$ cat config.mk
export PLATFORM = sky130hd
export DESIGN_NAME = pulse_width_sensor_frame_decoder
export DESIGN_NICKNAME = d
export VERILOG_FILES = /design/src/pwsd_pkg.sv /design/src/pwsd_in_stage.sv /design/src/pwsd_capture.sv /design/src/pwsd_result.sv /design/src/pulse_width_sensor_frame_decoder.sv
export SDC_FILE = /design/constraint.sdc
export NUM_CORES = 1
export LEC_CHECK = 0
export ABC_AREA = 1
export BUFFER_PORTS_ARGS = -buffer_cell sky130_fd_sc_hd__buf_4
export CAP_MARGIN = 20
export CORE_UTILIZATION = 25
export DETAILED_ROUTE_END_ITERATION = 10
export GPL_ROUTABILITY_DRIVEN = 0
export PLACE_DENSITY = 0.47
export SLEW_MARGIN = 30
export SYNTH_ARGS = -nofsm -noshare
export SYNTH_HDL_FRONTEND = slang
export SYNTH_HIERARCHICAL = 1
export SYNTH_SLANG_ARGS = --single-unit
$ cat constraint.sdc
create_clock -name clk -period 6.2 [get_ports clk]
set_input_delay 0.31 -clock clk [delete_from_list [all_inputs] [get_ports clk]]
set_output_delay 0.31 -clock clk [all_outputs]
set_load 0.05 [all_outputs]
$ cat src/pwsd_pkg.sv
`timescale 1ns / 1ps
// ----------------------------------------------------------------------------
// pwsd_pkg: shared types and constants of the pulse width frame decoder
// Frame layout, configuration register codes and the structs that travel
// between the input stage, the capture logic and the result stage.
// ----------------------------------------------------------------------------
package pwsd_pkg;

    // frame layout
    localparam int FRAME_BYTES = 5;
    localparam int BYTE_IDX_W  = 3;
    localparam logic [BYTE_IDX_W-1:0] LAST_BYTE = BYTE_IDX_W'(FRAME_BYTES - 1);
    localparam logic [7:0] FRAME_BITS = 8'd40;

    // time stamps
    localparam int TIME_W = 14;
    localparam logic [TIME_W-1:0] CAPTURE_WINDOW_US = 14'd8000;

    // configuration port
    localparam int CFG_IDX_W  = 2;
    localparam int CFG_DATA_W = 8;

    typedef enum logic [CFG_IDX_W-1:0] {
        REG_SENSOR_KIND   = 2'd0,
        REG_ONE_THRESHOLD = 2'd1,
        REG_WINDOW_LOW    = 2'd2,
        REG_WINDOW_HIGH   = 2'd3
    } cfg_index_t;

    typedef enum logic {
        KIND_INTEGER = 1'b0,
        KIND_TENTHS  = 1'b1
    } sensor_kind_t;

    typedef struct packed {
        sensor_kind_t kind;
        logic [7:0]   one_threshold;
        logic [7:0]   window_low;
        logic [7:0]   window_high;
    } cfg_t;

    typedef struct packed {
        logic              line_level;
        logic [TIME_W-1:0] time_us;
        logic              capture_done;
    } item_t;

    // bytes[i] holds frame byte i, byte 0 is sent first
    typedef struct packed {
        logic [FRAME_BYTES-1:0][7:0] bytes;
        logic [7:0]                  bit_total;
    } frame_t;

endpackage

$ cat src/pwsd_in_stage.sv
`timescale 1ns / 1ps
// ----------------------------------------------------------------------------
// pwsd_in_stage: input register
// Holds one accepted item until the capture logic takes it; a new item
// is taken in the same cycle the held one moves on.
// ----------------------------------------------------------------------------
module pwsd_in_stage (
    input  logic                clk,
    input  logic                rst_n,
    input  logic                in_valid,
    output logic                in_stall,
    input  pwsd_pkg::item_t     in_item,
    input  logic                take,
    output logic                item_valid,
    output pwsd_pkg::item_t     item
);
    import pwsd_pkg::*;

    logic  valid_reg;
    logic  valid_next;
    item_t item_reg;
    logic  accept;

    // stall while the held item cannot move on
    assign in_stall = valid_reg && !take;
    assign accept   = in_valid && !in_stall;

    always_comb
    begin
        valid_next = valid_reg;
        if (accept)
        begin
            valid_next = 1'b1;
        end
        else if (take)
        begin
            valid_next = 1'b0;
        end
    end

    always_ff @(posedge clk or negedge rst_n)
    begin
        if (!rst_n)
        begin
            valid_reg <= 1'b0;
        end
        else
        begin
            valid_reg <= valid_next;
        end
    end

    // payload register
    always_ff @(posedge clk)
    begin
        if (accept)
        begin
            item_reg <= in_item;
        end
    end

    assign item_valid = valid_reg;
    assign item       = item_reg;

endmodule

$ cat src/pwsd_capture.sv
`timescale 1ns / 1ps
// ----------------------------------------------------------------------------
// pwsd_capture: edge interval measurement and bit decoding
// Measures the interval between transitions, skips leading intervals that
// fall outside the window, shifts decoded bits into the frame bytes and
// clears everything on the end-of-capture item.
// ----------------------------------------------------------------------------
module pwsd_capture #(
    parameter int MAX_LEAD_SKIPS = 4,
    parameter int MAX_EDGES      = 255
) (
    input  logic             clk,
    input  logic             rst_n,
    input  pwsd_pkg::cfg_t   cfg,
    input  logic             item_valid,
    input  pwsd_pkg::item_t  item,
    output pwsd_pkg::frame_t frame
);
    import pwsd_pkg::*;

    localparam int SKIP_W = (MAX_LEAD_SKIPS > 0) ? $clog2(MAX_LEAD_SKIPS + 1) : 1;
    localparam logic [SKIP_W-1:0] SKIP_LIMIT = SKIP_W'(MAX_LEAD_SKIPS);
    localparam logic [7:0]        EDGE_LIMIT = 8'(MAX_EDGES);

    logic                        prev_level_reg,  prev_level_next;
    logic [TIME_W-1:0]           prev_time_reg,   prev_time_next;
    logic [7:0]                  edge_count_reg,  edge_count_next;
    logic [SKIP_W-1:0]           skips_done_reg,  skips_done_next;
    logic                        skip_over_reg,   skip_over_next;
    logic [FRAME_BYTES-1:0][7:0] bytes_reg,       bytes_next;
    logic [BYTE_IDX_W-1:0]       byte_index_reg,  byte_index_next;
    logic [7:0]                  bit_total_reg,   bit_total_next;

    logic [TIME_W-1:0] interval;
    logic              outside;
    logic              use_bit;
    logic              is_edge;

    // interval since the previous transition, modulo the time stamp range
    assign interval = item.time_us - prev_time_reg;
    assign outside  = (interval < {{(TIME_W-8){1'b0}}, cfg.window_low})
                   || (interval > {{(TIME_W-8){1'b0}}, cfg.window_high});
    assign is_edge  = (item.line_level != prev_level_reg)
                   && (item.time_us <= CAPTURE_WINDOW_US)
                   && (edge_count_reg < EDGE_LIMIT);

    // next capture state
    always_comb
    begin
        prev_level_next = prev_level_reg;
        prev_time_next  = prev_time_reg;
        edge_count_next = edge_count_reg;
        skips_done_next = skips_done_reg;
        skip_over_next  = skip_over_reg;
        bytes_next      = bytes_reg;
        byte_index_next = byte_index_reg;
        bit_total_next  = bit_total_reg;
        use_bit         = 1'b1;

        if (item_valid)
        begin
            if (item.capture_done)
            begin
                prev_level_next = 1'b0;
                prev_time_next  = '0;
                edge_count_next = '0;
                skips_done_next = '0;
                skip_over_next  = 1'b0;
                bytes_next      = '0;
                byte_index_next = '0;
                bit_total_next  = '0;
            end
            else if (is_edge)
            begin
                prev_level_next = item.line_level;
                prev_time_next  = item.time_us;
                edge_count_next = edge_count_reg + 8'd1;
                if (edge_count_reg != 8'd0)
                begin
                    // leading skip phase
                    if (!skip_over_reg)
                    begin
                        if (outside && (skips_done_reg < SKIP_LIMIT))
                        begin
                            skips_done_next = skips_done_reg + SKIP_W'(1);
                            use_bit         = 1'b0;
                        end
                        else
                        begin
                            skip_over_next = 1'b1;
                        end
                    end
                    // a high interval carries one bit
                    if (use_bit && prev_level_reg)
                    begin
                        bytes_next[byte_index_reg] = {bytes_reg[byte_index_reg][6:0],
                            (interval > {{(TIME_W-8){1'b0}}, cfg.one_threshold})};
                        bit_total_next = bit_total_reg + 8'd1;
                        if ((bit_total_next[2:0] == 3'd0) && (byte_index_reg != LAST_BYTE))
                        begin
                            byte_index_next = byte_index_reg + BYTE_IDX_W'(1);
                        end
                    end
                end
            end
        end
    end

    always_ff @(posedge clk or negedge rst_n)
    begin
        if (!rst_n)
        begin
            prev_level_reg <= 1'b0;
            prev_time_reg  <= '0;
            edge_count_reg <= '0;
            skips_done_reg <= '0;
            skip_over_reg  <= 1'b0;
            bytes_reg      <= '0;
            byte_index_reg <= '0;
            bit_total_reg  <= '0;
        end
        else
        begin
            prev_level_reg <= prev_level_next;
            prev_time_reg  <= prev_time_next;
            edge_count_reg <= edge_count_next;
            skips_done_reg <= skips_done_next;
            skip_over_reg  <= skip_over_next;
            bytes_reg      <= bytes_next;
            byte_index_reg <= byte_index_next;
            bit_total_reg  <= bit_total_next;
        end
    end

    assign frame.bytes     = bytes_reg;
    assign frame.bit_total = bit_total_reg;

endmodule

$ cat src/pwsd_result.sv
`timescale 1ns / 1ps
// ----------------------------------------------------------------------------
// pwsd_result: frame check and value decoding with output register
// Checks the sum checksum and bit count, decodes humidity and temperature
// in tenths and holds the result until the consumer takes it.
// ----------------------------------------------------------------------------
module pwsd_result (
    input  logic                  clk,
    input  logic                  rst_n,
    input  pwsd_pkg::sensor_kind_t kind,
    input  pwsd_pkg::frame_t      frame,
    input  logic                  load,
    output logic                  out_valid,
    input  logic                  out_stall,
    output logic                  frame_ok,
    output logic                  checksum_match,
    output logic [7:0]            bits_seen,
    output logic [39:0]           raw_frame,
    output logic [15:0]           humidity_tenths,
    output logic signed [15:0]    temperature_tenths
);
    import pwsd_pkg::*;

    logic        valid_reg, valid_next;
    logic        frame_ok_reg;
    logic        match_reg;
    logic [7:0]  bits_reg;
    logic [39:0] raw_reg;
    logic [15:0] hum_reg;
    logic [15:0] temp_reg;

    logic [7:0]  sum;
    logic        match;
    logic [15:0] b0_wide;
    logic [15:0] b2_wide;
    logic [15:0] mag;
    logic [15:0] hum;
    logic [15:0] temp;

    // checksum over the first four bytes
    assign sum   = frame.bytes[0] + frame.bytes[1] + frame.bytes[2] + frame.bytes[3];
    assign match = (frame.bytes[4] == sum);

    assign b0_wide = {8'd0, frame.bytes[0]};
    assign b2_wide = {8'd0, frame.bytes[2]};
    assign mag     = {1'b0, frame.bytes[2][6:0], frame.bytes[3]};

    // value decoding, times ten as two shifts and an add
    always_comb
    begin
        hum  = '0;
        temp = '0;
        if (match)
        begin
            case (kind)
                KIND_INTEGER:
                begin
                    hum  = (b0_wide << 3) + (b0_wide << 1);
                    temp = (b2_wide << 3) + (b2_wide << 1);
                end
                default:
                begin
                    hum  = {frame.bytes[0], frame.bytes[1]};
                    temp = frame.bytes[2][7] ? (16'd0 - mag) : mag;
                end
            endcase
        end
    end

    always_comb
    begin
        valid_next = valid_reg;
        if (load)
        begin
            valid_next = 1'b1;
        end
        else if (!out_stall)
        begin
            valid_next = 1'b0;
        end
    end

    always_ff @(posedge clk or negedge rst_n)
    begin
        if (!rst_n)
        begin
            valid_reg <= 1'b0;
        end
        else
        begin
            valid_reg <= valid_next;
        end
    end

    // result payload
    always_ff @(posedge clk)
    begin
        if (load)
        begin
            frame_ok_reg <= match && (frame.bit_total == FRAME_BITS);
            match_reg    <= match;
            bits_reg     <= frame.bit_total;
            raw_reg      <= {frame.bytes[0], frame.bytes[1], frame.bytes[2],
                             frame.bytes[3], frame.bytes[4]};
            hum_reg      <= hum;
            temp_reg     <= temp;
        end
    end

    assign out_valid          = valid_reg;
    assign frame_ok           = frame_ok_reg;
    assign checksum_match     = match_reg;
    assign bits_seen          = bits_reg;
    assign raw_frame          = raw_reg;
    assign humidity_tenths    = hum_reg;
    assign temperature_tenths = signed'(temp_reg);

endmodule

$ cat src/pulse_width_sensor_frame_decoder.sv
`timescale 1ns / 1ps
// ----------------------------------------------------------------------------
// pulse_width_sensor_frame_decoder: single-wire sensor frame decoder
// Decodes the 40-bit humidity and temperature frame from timestamped
// line transitions and reports it on an end-of-capture item.
// ----------------------------------------------------------------------------
// Each transfer on the input carries one line transition (level and time
// stamp) or, with capture_done set, the end of a capture. Transitions give
// no result; the end-of-capture item gives exactly one result with the raw
// frame, the checksum and bit count checks and the decoded values, then
// clears the capture state. The block takes one item per clock cycle while
// in_stall is low: an item waits in the input register and is folded into
// the capture state by a single pass of compare and shift logic, and a
// result is held in the output register, so a result is offered once its
// end-of-capture item leaves the input register, which waits only while an
// earlier result is still waiting. Transitions keep flowing while a result
// waits; only an end-of-capture item waits for a free output register.
// Configuration is written through cfg_we, cfg_index and cfg_data; the user
// must do so only while no item is in flight; the block does not enforce it.
// ----------------------------------------------------------------------------
module pulse_width_sensor_frame_decoder #(
    parameter int MAX_LEAD_SKIPS = 4,
    parameter int MAX_EDGES      = 255
) (
    input  logic                            clk,
    input  logic                            rst_n,
    input  logic                            cfg_we,
    input  logic [pwsd_pkg::CFG_IDX_W-1:0]  cfg_index,
    input  logic [pwsd_pkg::CFG_DATA_W-1:0] cfg_data,
    input  logic                            in_valid,
    output logic                            in_stall,
    input  logic                            line_level,
    input  logic [pwsd_pkg::TIME_W-1:0]     time_us,
    input  logic                            capture_done,
    output logic                            out_valid,
    input  logic                            out_stall,
    output logic                            frame_ok,
    output logic                            checksum_match,
    output logic [7:0]                      bits_seen,
    output logic [39:0]                     raw_frame,
    output logic [15:0]                     humidity_tenths,
    output logic signed [15:0]              temperature_tenths
);
    import pwsd_pkg::*;

    cfg_t   cfg_reg;
    item_t  in_item;
    item_t  item;
    logic   item_valid;
    logic   take;
    frame_t frame;

    // configuration registers
    always_ff @(posedge clk or negedge rst_n)
    begin
        if (!rst_n)
        begin
            cfg_reg.kind          <= KIND_TENTHS;
            cfg_reg.one_threshold <= 8'd50;
            cfg_reg.window_low    <= 8'd40;
            cfg_reg.window_high   <= 8'd70;
        end
        else if (cfg_we)
        begin
            unique case (cfg_index_t'(cfg_index))
                REG_SENSOR_KIND:   cfg_reg.kind          <= sensor_kind_t'(cfg_data[0]);
                REG_ONE_THRESHOLD: cfg_reg.one_threshold <= cfg_data;
                REG_WINDOW_LOW:    cfg_reg.window_low    <= cfg_data;
                REG_WINDOW_HIGH:   cfg_reg.window_high   <= cfg_data;
                default:           cfg_reg               <= cfg_reg;
            endcase
        end
    end

    assign in_item.line_level   = line_level;
    assign in_item.time_us      = time_us;
    assign in_item.capture_done = capture_done;

    // a held item moves on unless it needs the busy output register
    assign take = item_valid && (!item.capture_done || !out_valid || !out_stall);

    pwsd_in_stage u_in_stage (
        .clk        (clk),
        .rst_n      (rst_n),
        .in_valid   (in_valid),
        .in_stall   (in_stall),
        .in_item    (in_item),
        .take       (take),
        .item_valid (item_valid),
        .item       (item)
    );

    pwsd_capture #(
        .MAX_LEAD_SKIPS (MAX_LEAD_SKIPS),
        .MAX_EDGES      (MAX_EDGES)
    ) u_capture (
        .clk        (clk),
        .rst_n      (rst_n),
        .cfg        (cfg_reg),
        .item_valid (take),
        .item       (item),
        .frame      (frame)
    );

    pwsd_result u_result (
        .clk                (clk),
        .rst_n              (rst_n),
        .kind               (cfg_reg.kind),
        .frame              (frame),
        .load               (take && item.capture_done),
        .out_valid          (out_valid),
        .out_stall          (out_stall),
        .frame_ok           (frame_ok),
        .checksum_match     (checksum_match),
        .bits_seen          (bits_seen),
        .raw_frame          (raw_frame),
        .humidity_tenths    (humidity_tenths),
        .temperature_tenths (temperature_tenths)
    );

endmodule

==> results of run 1 <==
[final cells by class]
class	count	share of cell area
timing repair buffer	142	0.0799
inverter	172	0.0458
sequential	203	0.396
clock buffer	38	0.0530
multi-input combinational	929	0.367
clock inverter	9	0.00568
tap	600	0.0532
[power groups by stage]
| stage | sequential [mW] | combinational [mW] | clock (mW) |
|---|---|---|---|
| floorplan | 1.94 | 1.04 | 0 |
| CTS | 1.79 | 1.63 | 1.52 |
| global route | 1.80 | 1.83 | 1.57 |
| finish | 1.78 | 1.61 | 1.46 |
| detailed placement | 1.81 | 1.61 | 0 |
| global placement | 1.81 | 1.60 | 0 |
[cells in the final DEF (no fill, tap or decap), types with 17 or more instances in the layout]
cell / instances
sky130_fd_sc_hd__clkbuf_16: 28
sky130_fd_sc_hd__nand2_1: 373
sky130_fd_sc_hd__buf_4: 118
sky130_fd_sc_hd__dfrtp_1: 96
sky130_fd_sc_hd__nand4_1: 81
sky130_fd_sc_hd__edfxtp_1: 98
sky130_fd_sc_hd__o21ai_0: 49
sky130_fd_sc_hd__nor2_1: 99
sky130_fd_sc_hd__nand3_1: 91
sky130_fd_sc_hd__fa_1: 17
sky130_fd_sc_hd__dlygate4sd3_1: 23
sky130_fd_sc_hd__a21oi_1: 53
sky130_fd_sc_hd__inv_1: 165
sky130_fd_sc_hd__ha_1: 63
[cells in the mapped netlist, drive strengths merged]
cell type and n:
a211oi 1, a21o 3, a21oi 55, a221o 2
a22o 2, a22oi 2, a31o 1, and2 1
and3 1, buf 24, clkbuf 12, clkinv 3
dfrtp 96, dfstp 9, edfxtp 98, fa 17
ha 63, inv 169, mux2i 3, nand2 376
nand3 96, nand3b 3, nand4 81, nor2 102
nor3 14, nor4 4, o211ai 4, o21a 3
o21ai 56, o21bai 2, o221ai 1, o22ai 1
o31ai 4, or2 9, xnor2 9, xor2 13
[how the worst max path moves through the flow]
stage / cells after the start / start / to
detailed placement: 15 / u_capture/frame[9] / u_result/temperature_tenths[1]
floorplan: 3 / u_result/out_valid / u_result/bits_seen[0]
CTS: 13 / u_capture/frame[9] / u_result/temperature_tenths[1]
global placement: 13 / u_capture/frame[9] / u_result/humidity_tenths[2]
finish: 13 / u_capture/frame[9] / u_result/temperature_tenths[1]
global route: 24 / u_in_stage/item[1] / u_capture/frame[19]
[worst max-delay path, stage by stage (launching register included)]
cell	delay, ns
sky130_fd_sc_hd__dfrtp_1	0.55
sky130_fd_sc_hd__fa_1	0.61
sky130_fd_sc_hd__inv_1	0.06
sky130_fd_sc_hd__fa_1	0.50
sky130_fd_sc_hd__inv_1	0.04
sky130_fd_sc_hd__ha_1	0.22
sky130_fd_sc_hd__fa_1	0.47
sky130_fd_sc_hd__xnor2_1	0.18
sky130_fd_sc_hd__nand3_1	0.09
sky130_fd_sc_hd__nor2_1	0.16
sky130_fd_sc_hd__nand3_1	0.14
sky130_fd_sc_hd__nor3_4	0.21
sky130_fd_sc_hd__nand2_2	0.37
sky130_fd_sc_hd__nor2_1	0.23
[cell families (layout without fill, tap and decap cells)]
| kind of cell | after synthesis | after routing | synth area share |
|---|---|---|---|
| AND/OR/NAND/NOR | 687 | 687 | 0.260 |
| XOR/XNOR | 22 | 22 | 0.0166 |
| adder cells (fa/ha/maj) | 80 | 80 | 0.0971 |
| AO/OA/AOI/OAI | 137 | 137 | 0.0670 |
| multiplexers | 3 | 3 | 0.00258 |
| buffers and inverters | 208 | 361 | 0.0760 |
| flip-flops | 203 | 203 | 0.480 |
[metal layers]
metal,part of all wire,vias up,track usage
met5,0,-,0
met4,0.028,0,0.0408
met3,0.036,46,0.0184
met2,0.49,199,0.244
met1,0.44,4461,0.170
li1,-,4758,-
[stage by stage]
step,std cells,hold WS (ns),utilization,setup slack [ns]
2_1_floorplan,1340,0.0144,-,1.46
3_3_place_gp,2023,0.314,0.286,2.17
3_5_place_dp,2023,0.313,0.286,2.17
4_1_cts,2093,0.000715,0.309,2.13
5_1_grt,2093,0.0141,0.310,1.74
6_report,2093,0.0327,0.310,2.19
==> results.rst, run 1 <==
.. list-table::
   :header-rows: 1

   * - Metric
     - Value
   * - DIE WIDTH
     - 218 um
   * - Crit end category
     - flip-flop
   * - Number of buffers inserted for hold repair after clock tree synthesis
     - 23
   * - Number of setup buffers added after CTS
     - 0
   * - All-Layer GR Usage
     - 0.137
   * - Count of endpoints failing setup in the final report
     - 0
   * - Area delta synth->final
     - 21.4%
   * - Layout Cell Area excl Fill
     - roughly 14000 um^2
   * - DRC violations left
     - 0
   * - Number of max-capacitance violations reported
     - 0
   * - Setup Total Neg Slack
     - 0 ns
   * - Number of standard cells after synthesis
     - 1340
   * - Worst Hold Path Cells
     - 3
   * - Post-Syn Nets
     - 1451
   * - Least-Margin Pin Slew
     - approximately 0.87 ns
   * - Yosys Warn Count
     - 6
   * - Drt initial violations
     - 634
   * - Static leakage
     - 6.59 nW
   * - Number of port buffers
     - 114
   * - Netlist area before placement
     - 11600 um^2
   * - Post-synthesis sequential area ratio
     - 0.480
   * - Via count of the first global-routing pass
     - 9244
   * - Starting density of the core
     - 0.255
   * - Number of endpoints with negative hold slack in the final report
     - 0
   * - Die ar.
     - 47300 um^2
   * - Vertical die dimension
     - 218 um
   * - Overall power
     - 4.85 mW
   * - Worst Skew
     - ~0.012 ns
   * - Initial antenna violation count
     - 0
   * - Number of buffers created by CTS
     - 26
   * - R2R depth
     - 13
   * - Antenna Violating Nets Remaining
     - 0
   * - Largest net degree at the start of global routing
     - 72
   * - RSZ-0062 raised after global routing
     - no
   * - Top-level port count
     - 115
   * - Internal portion of total power
     - between 2 and 3 mW
   * - Routed wire length per instance
     - 15.4 um
   * - Synthesized area per cell
     - 8.67 um^2
   * - Clk Latency, worst-skew pair
     - between 0.5 and 0.6 ns
   * - Multi-input logic area
     - 5180 um^2
   * - Routed Wire Length
     - 32300 um
   * - Signal arrival time at the worst endpoint
     - approximately 4.4 ns
   * - Cell type with the highest aggregate area in the netlist
     - sky130_fd_sc_hd__edfxtp_1
   * - Antenna cell count
     - 0
   * - Number of slew-limit violations in the final report
     - 0
   * - Proportion of netlist area held by the largest area contributor
     - 0.253
   * - Core Box Area
     - about 46000 um^2
   * - Area of placed instances
     - 13000 um^2
   * - Hold Crit Endpoint
     - cfg_reg[11]
   * - Highest Clock Rate
     - 249 MHz
   * - Number of fill cells
     - 4797
   * - HPWL Detailed
     - 23400 um
   * - Clock-pin transition on the worst setup and hold timing paths
     - 0.06 ns
   * - Post-detailed-route via-to-cell ratio
     - 4.52
   * - Maximum vdd drop
     - around 230 uV
   * - Count of TritonRoute iterations in the first routing pass
     - 5
   * - Req. time, crit path
     - 6.58 ns
   * - Switching power
     - 1.87 mW
   * - Storage element area
     - roughly 5600 um^2
   * - Worst min-delay path category
     - in -> reg
   * - DR vias
     - 9464
   * - Clock tree from TritonCTS
     - yes
   * - Share of post-route cells with drive strength above 1
     - 0.129
   * - Maximum clock path buffer count
     - 3
   * - Portion of the clock cycle consumed by the worst path in the final layout
     - 0.647
   * - Run status
     - completed
   * - Relative slew slack
     - 0.418
   * - Count of clock tree sinks
     - 203
   * - Reg power frac
     - 0.367
   * - Fraction of power consumed by the clock network
     - 0.302
   * - Number of nets in the final layout
     - 1585
   * - Cell types with the largest area share after synthesis
     - sky130_fd_sc_hd__edfxtp_1 25%, sky130_fd_sc_hd__dfrtp_1 21%, sky130_fd_sc_hd__nand2_1 12%
   * - Reg-to-Reg End
     - u_result/temperature_tenths[1]
   * - Cell Pwr Density
     - 344 nW/um^2
   * - Worst setup path category
     - reg -> reg
   * - Global-route wire length before repair
     - approximately 50000 um
   * - Largest fanout of any net on the critical path
     - 23
   * - Proportion of total power due to net switching
     - 0.386
   * - Startpoint of the lowest-slack register-to-register path
     - u_capture/frame[9]
   * - Hold Startpoint
     - cfg_data[3]
   * - Type of origin of the critical path
     - flip-flop
   * - Number of flip-flops and latches in the synthesized netlist
     - 203
   * - Post-cts gate resize count
     - 0
   * - Relative contribution of combinational cells to total power
     - 0.332
   * - Total gr overflow
     - 0
   * - # rows
     - slightly below 80
   * - Post-layout minimum cycle time
     - 4.01 ns
   * - Cell variety after synth
     - 51
   * - Root Buffer
     - sky130_fd_sc_hd__clkbuf_16
   * - Max H-tree Level
     - 1
   * - Reg-to-reg setup timing slack
     - 2.19 ns
Note: power is estimated with default switching activity, not from simulation.
==> run 2: changes to the inputs <==
- clock period: 6.2 -> 3.9 ns (I/O delays scaled with it)
==> results.rst, run 2 (synthesized netlist as in run 1, its figures left out) <==
.. list-table::
   :header-rows: 1

   * - Metric
     - Value
   * - DIE WIDTH
     - 218 um (unchanged)
   * - # rows
     - 78 (unchanged)
   * - Worst min-delay path category
     - in -> reg (unchanged)
   * - Worst path bufs/invs
     - 3 (was 2)
   * - Count of clock tree sinks
     - 203 (unchanged)
   * - Setup WS post-layout
     - 0.192 ns (was 2.19 ns)
   * - Routed Wire Length
     - 33000 um (was 32300 um)
   * - Clock-pin transition on the worst setup and hold timing paths
     - 0.06 ns (about the same)
   * - R2R depth
     - 14 (was 13)
   * - Relative slew slack
     - 0.460 (was 0.418)
   * - Req. time, crit path
     - 4.31 ns (was 6.58 ns)
   * - Count of TritonRoute iterations in the first routing pass
     - 7 (was 5)
   * - Final design utilization
     - 0.317 (was 0.310)
   * - Core Box Area
     - 45600 um^2 (unchanged)
   * - Critical path cell sequence
     - fa_1 > inv_1 > fa_1 > inv_1 > ha_1 > fa_2 > xnor2_1 > nand3_1 > nor2_2 > nand3_1 > nor3_4 > nand2_2 > buf_12 > nor2_1 (was fa_1 > inv_1 > fa_1 > inv_1 > ha_1 > fa_1 > xnor2_1 > nand3_1 > nor2_1 > nand3_1 > nor3_4 > nand2_2 > nor2_1)
   * - Crit path launch
     - u_capture/frame[17] (was u_capture/frame[9])
   * - Number of max-capacitance violations reported
     - 0 (unchanged)
   * - Hold Crit Endpoint
     - cfg_reg[24] (was cfg_reg[11])
   * - Overall power
     - 7.90 mW (was 4.85 mW)
   * - Cell with the biggest individual delay on the critical path
     - sky130_fd_sc_hd__fa_2 (was sky130_fd_sc_hd__fa_1)
   * - Layout Cell Area excl Fill
     - 14500 um^2 (was 14100 um^2)
   * - Internal portion of total power
     - 4.85 mW (was 2.98 mW)
   * - Proportion of total power due to net switching
     - 0.386 (about the same)
   * - Switching power
     - 3.05 mW (was 1.87 mW)
   * - Post-detailed-route via-to-cell ratio
     - 4.55 (was 4.52)
   * - Fraction of power consumed by the clock network
     - 0.286 (was 0.302)
   * - Cell Pwr Density
     - 546 nW/um^2 (was 344 nW/um^2)
   * - Top-level port count
     - 115 (unchanged)
   * - Run status
     - completed (unchanged)
   * - Total gr overflow
     - 0 (unchanged)
   * - Type of origin of the critical path
     - flip-flop (unchanged)
   * - Largest fanout of any net on the critical path
     - 23 (unchanged)
   * - Setup Total Neg Slack
     - 0 ns (unchanged)
   * - Largest net degree at the start of global routing
     - 84 (was 72)
   * - Clock tree from TritonCTS
     - yes (unchanged)
   * - Highest-count cells in the layout ignoring fill and taps
     - 373 x sky130_fd_sc_hd__nand2_1, 166 x sky130_fd_sc_hd__inv_1, 144 x sky130_fd_sc_hd__buf_4, 98 x sky130_fd_sc_hd__nor2_1, 98 x sky130_fd_sc_hd__edfxtp_1 (was 373 x sky130_fd_sc_hd__nand2_1, 165 x sky130_fd_sc_hd__inv_1, 118 x sky130_fd_sc_hd__buf_4, 99 x sky130_fd_sc_hd__nor2_1, 98 x sky130_fd_sc_hd__edfxtp_1)
   * - Reg-to-reg setup timing slack
     - 0.19 ns (was 2.19 ns)
   * - Root Buffer
     - sky130_fd_sc_hd__clkbuf_16 (unchanged)
   * - Hold Startpoint
     - cfg_we (was cfg_data[3])
   * - Starting density of the core
     - 0.255 (unchanged)
   * - Clk Latency, worst-skew pair
     - 0.56 ns (was 0.54 ns)
   * - DR vias
     - 9683 (was 9464)
   * - Maximum vdd drop
     - 313 uV (was 227 uV)
   * - Vertical die dimension
     - 218 um (unchanged)
   * - Global-route wire length before repair
     - 53200 um (was 51500 um)
   * - Worst setup path category
     - reg -> reg (unchanged)
   * - Number of buffers created by CTS
     - 25 (was 26)
   * - Highest cell delay on the worst timing path
     - 0.55 ns (was 0.61 ns)
   * - Highest Clock Rate
     - 270 MHz (was 249 MHz)
   * - Reg-to-Reg End
     - u_result/humidity_tenths[11] (was u_result/temperature_tenths[1])
   * - Maximum clock path buffer count
     - 3 (unchanged)
   * - Number of nets in the final layout
     - 1622 (was 1585)
   * - Static leakage
     - 6.77 nW (was 6.59 nW)
   * - Max H-tree Level
     - 1 (unchanged)
   * - Antenna Violating Nets Remaining
     - 0 (unchanged)
   * - Via count of the first global-routing pass
     - 9648 (was 9244)
   * - Routed wire length per instance
     - 15.5 um (was 15.4 um)
   * - Number of port buffers
     - 114 (unchanged)
   * - Share of post-route cells with drive strength above 1
     - 0.146 (was 0.129)
   * - Worst setup timing slack at the placement stage
     - 0.0664 ns (was 2.17 ns)
   * - Least-Margin Pin Slew
     - 0.811 ns (was 0.872 ns)
   * - Number of slew-limit violations in the final report
     - 0 (unchanged)
   * - Reg power frac
     - 0.350 (was 0.367)
   * - Worst Skew
     - 0.0205 ns (was 0.0117 ns)
   * - Count of endpoints failing setup in the final report
     - 0 (unchanged)
   * - Worst Hold Path Cells
     - 3 (unchanged)
   * - Post-layout minimum cycle time
     - 3.71 ns (was 4.01 ns)
   * - Portion of the clock cycle consumed by the worst path in the final layout
     - 0.951 (was 0.647)
   * - All-Layer GR Usage
     - 0.142 (was 0.137)
   * - Antenna cell count
     - 0 (unchanged)
   * - DRC violations left
     - 0 (unchanged)
   * - RSZ-0062 raised after global routing
     - no (unchanged)
   * - Crit end category
     - flip-flop (unchanged)
   * - HPWL Detailed
     - 23900 um (was 23400 um)
   * - Drt initial violations
     - 528 (was 634)
   * - Cell class contributing the biggest share of worst-path delay
     - adder cells (unchanged)
   * - Signal arrival time at the worst endpoint
     - 4.12 ns (was 4.39 ns)
   * - Initial antenna violation count
     - 0 (unchanged)
   * - Area of placed instances
     - 13200 um^2 (was 13000 um^2)
   * - Most common cell after layout, fill and taps aside
     - sky130_fd_sc_hd__nand2_1 (unchanged)
   * - Area delta synth->final
     - 24.5% (was 21.4%)
   * - Number of endpoints with negative hold slack in the final report
     - 0 (unchanged)
   * - Relative contribution of combinational cells to total power
     - 0.364 (was 0.332)
   * - Die ar.
     - 47300 um^2 (unchanged)
   * - Startpoint of the lowest-slack register-to-register path
     - u_capture/frame[17] (was u_capture/frame[9])
[run 2: cell types whose count changed in the layout (fill, tap and decap cells not counted), moves of 2 or more]
| cell | delta |
|---|---|
| sky130_fd_sc_hd__nand3_4 | +2 |
| sky130_fd_sc_hd__dlygate4sd3_1 | +11 |
| sky130_fd_sc_hd__nand3_1 | -4 |
| sky130_fd_sc_hd__nand3_2 | +2 |
| sky130_fd_sc_hd__buf_12 | +2 |
| sky130_fd_sc_hd__clkinvlp_4 | -2 |
| sky130_fd_sc_hd__buf_4 | +26 |
| sky130_fd_sc_hd__clkbuf_16 | -2 |
| sky130_fd_sc_hd__clkinv_1 | +3 |
[run 2: worst max path at each step]
stage,end,slack [ns],depth (start not counted)
after floorplan,u_result/bits_seen[0],0.55,3
after global placement,u_result/temperature_tenths[12],0.06,13
after detailed placement,u_result/temperature_tenths[14],0.07,13
after CTS,u_result/temperature_tenths[14],0.04,13
after global routing,u_capture/frame[34],0.01,24
final,u_result/humidity_tenths[11],0.19,14
[run 2: cell type report]
| cell class | count | area [um^2] |
|---|---|---|
| multi-input combinational | 929 | 5230 |
| clock inverter | 10 | 88.8 |
| clock buffer | 36 | 708 |
| timing repair buffer | 180 | 1460 |
| inverter | 172 | 646 |
| tap | 600 | 751 |
| sequential | 203 | 5580 |
| fill | 4791 | 31100 |
[run 2: worst register-to-register path: stages (launching register included)]
cell,delay (ns)
sky130_fd_sc_hd__dfrtp_2,0.45
sky130_fd_sc_hd__fa_1,0.55
sky130_fd_sc_hd__inv_1,0.06
sky130_fd_sc_hd__fa_1,0.50
sky130_fd_sc_hd__inv_1,0.04
sky130_fd_sc_hd__ha_1,0.23
sky130_fd_sc_hd__fa_2,0.55
sky130_fd_sc_hd__xnor2_1,0.12
sky130_fd_sc_hd__nand3_1,0.11
sky130_fd_sc_hd__nor2_2,0.12
sky130_fd_sc_hd__nand3_1,0.13
sky130_fd_sc_hd__nor3_4,0.31
sky130_fd_sc_hd__nand2_2,0.11
sky130_fd_sc_hd__buf_12,0.18
sky130_fd_sc_hd__nor2_1,0.12
[run 2: per-stage QoR]
stage / std cells / hold WS [ns]
finish: 2130 / 0.0581
global route: 2130 / 0.0530
CTS: 2128 / 0.0273
detailed placement: 2048 / 0.322
global placement: 2048 / 0.322
floorplan: 1340 / -0.101
[run 2: timing repair]
item                                   4_1_cts  5_1_grt
setup endpoints to repair                    0       59
hold buffers                                34        0
endpoints found under the hold margin       97        0
gates resized for setup                      0       12
setup buffers                                0        2
[run 2: power groups by stage]
stage / logic (mW) / clock network, mW / registers, mW
global placement: 2.78 / 0 / 2.81
CTS: 2.83 / 2.36 / 2.77
floorplan: 1.66 / 0 / 3.08
global route: 3.22 / 2.44 / 2.80
finish: 2.87 / 2.26 / 2.76
detailed placement: 2.80 / 0 / 2.81
[run 2: routing by layer]
metal	up-vias	global-route usage	part of all wire
met5	-	0	0
li1	4820	-	-
met2	231	0.246	0.49
met1	4578	0.180	0.44
met4	0	0.0430	0.029
met3	54	0.0208	0.044
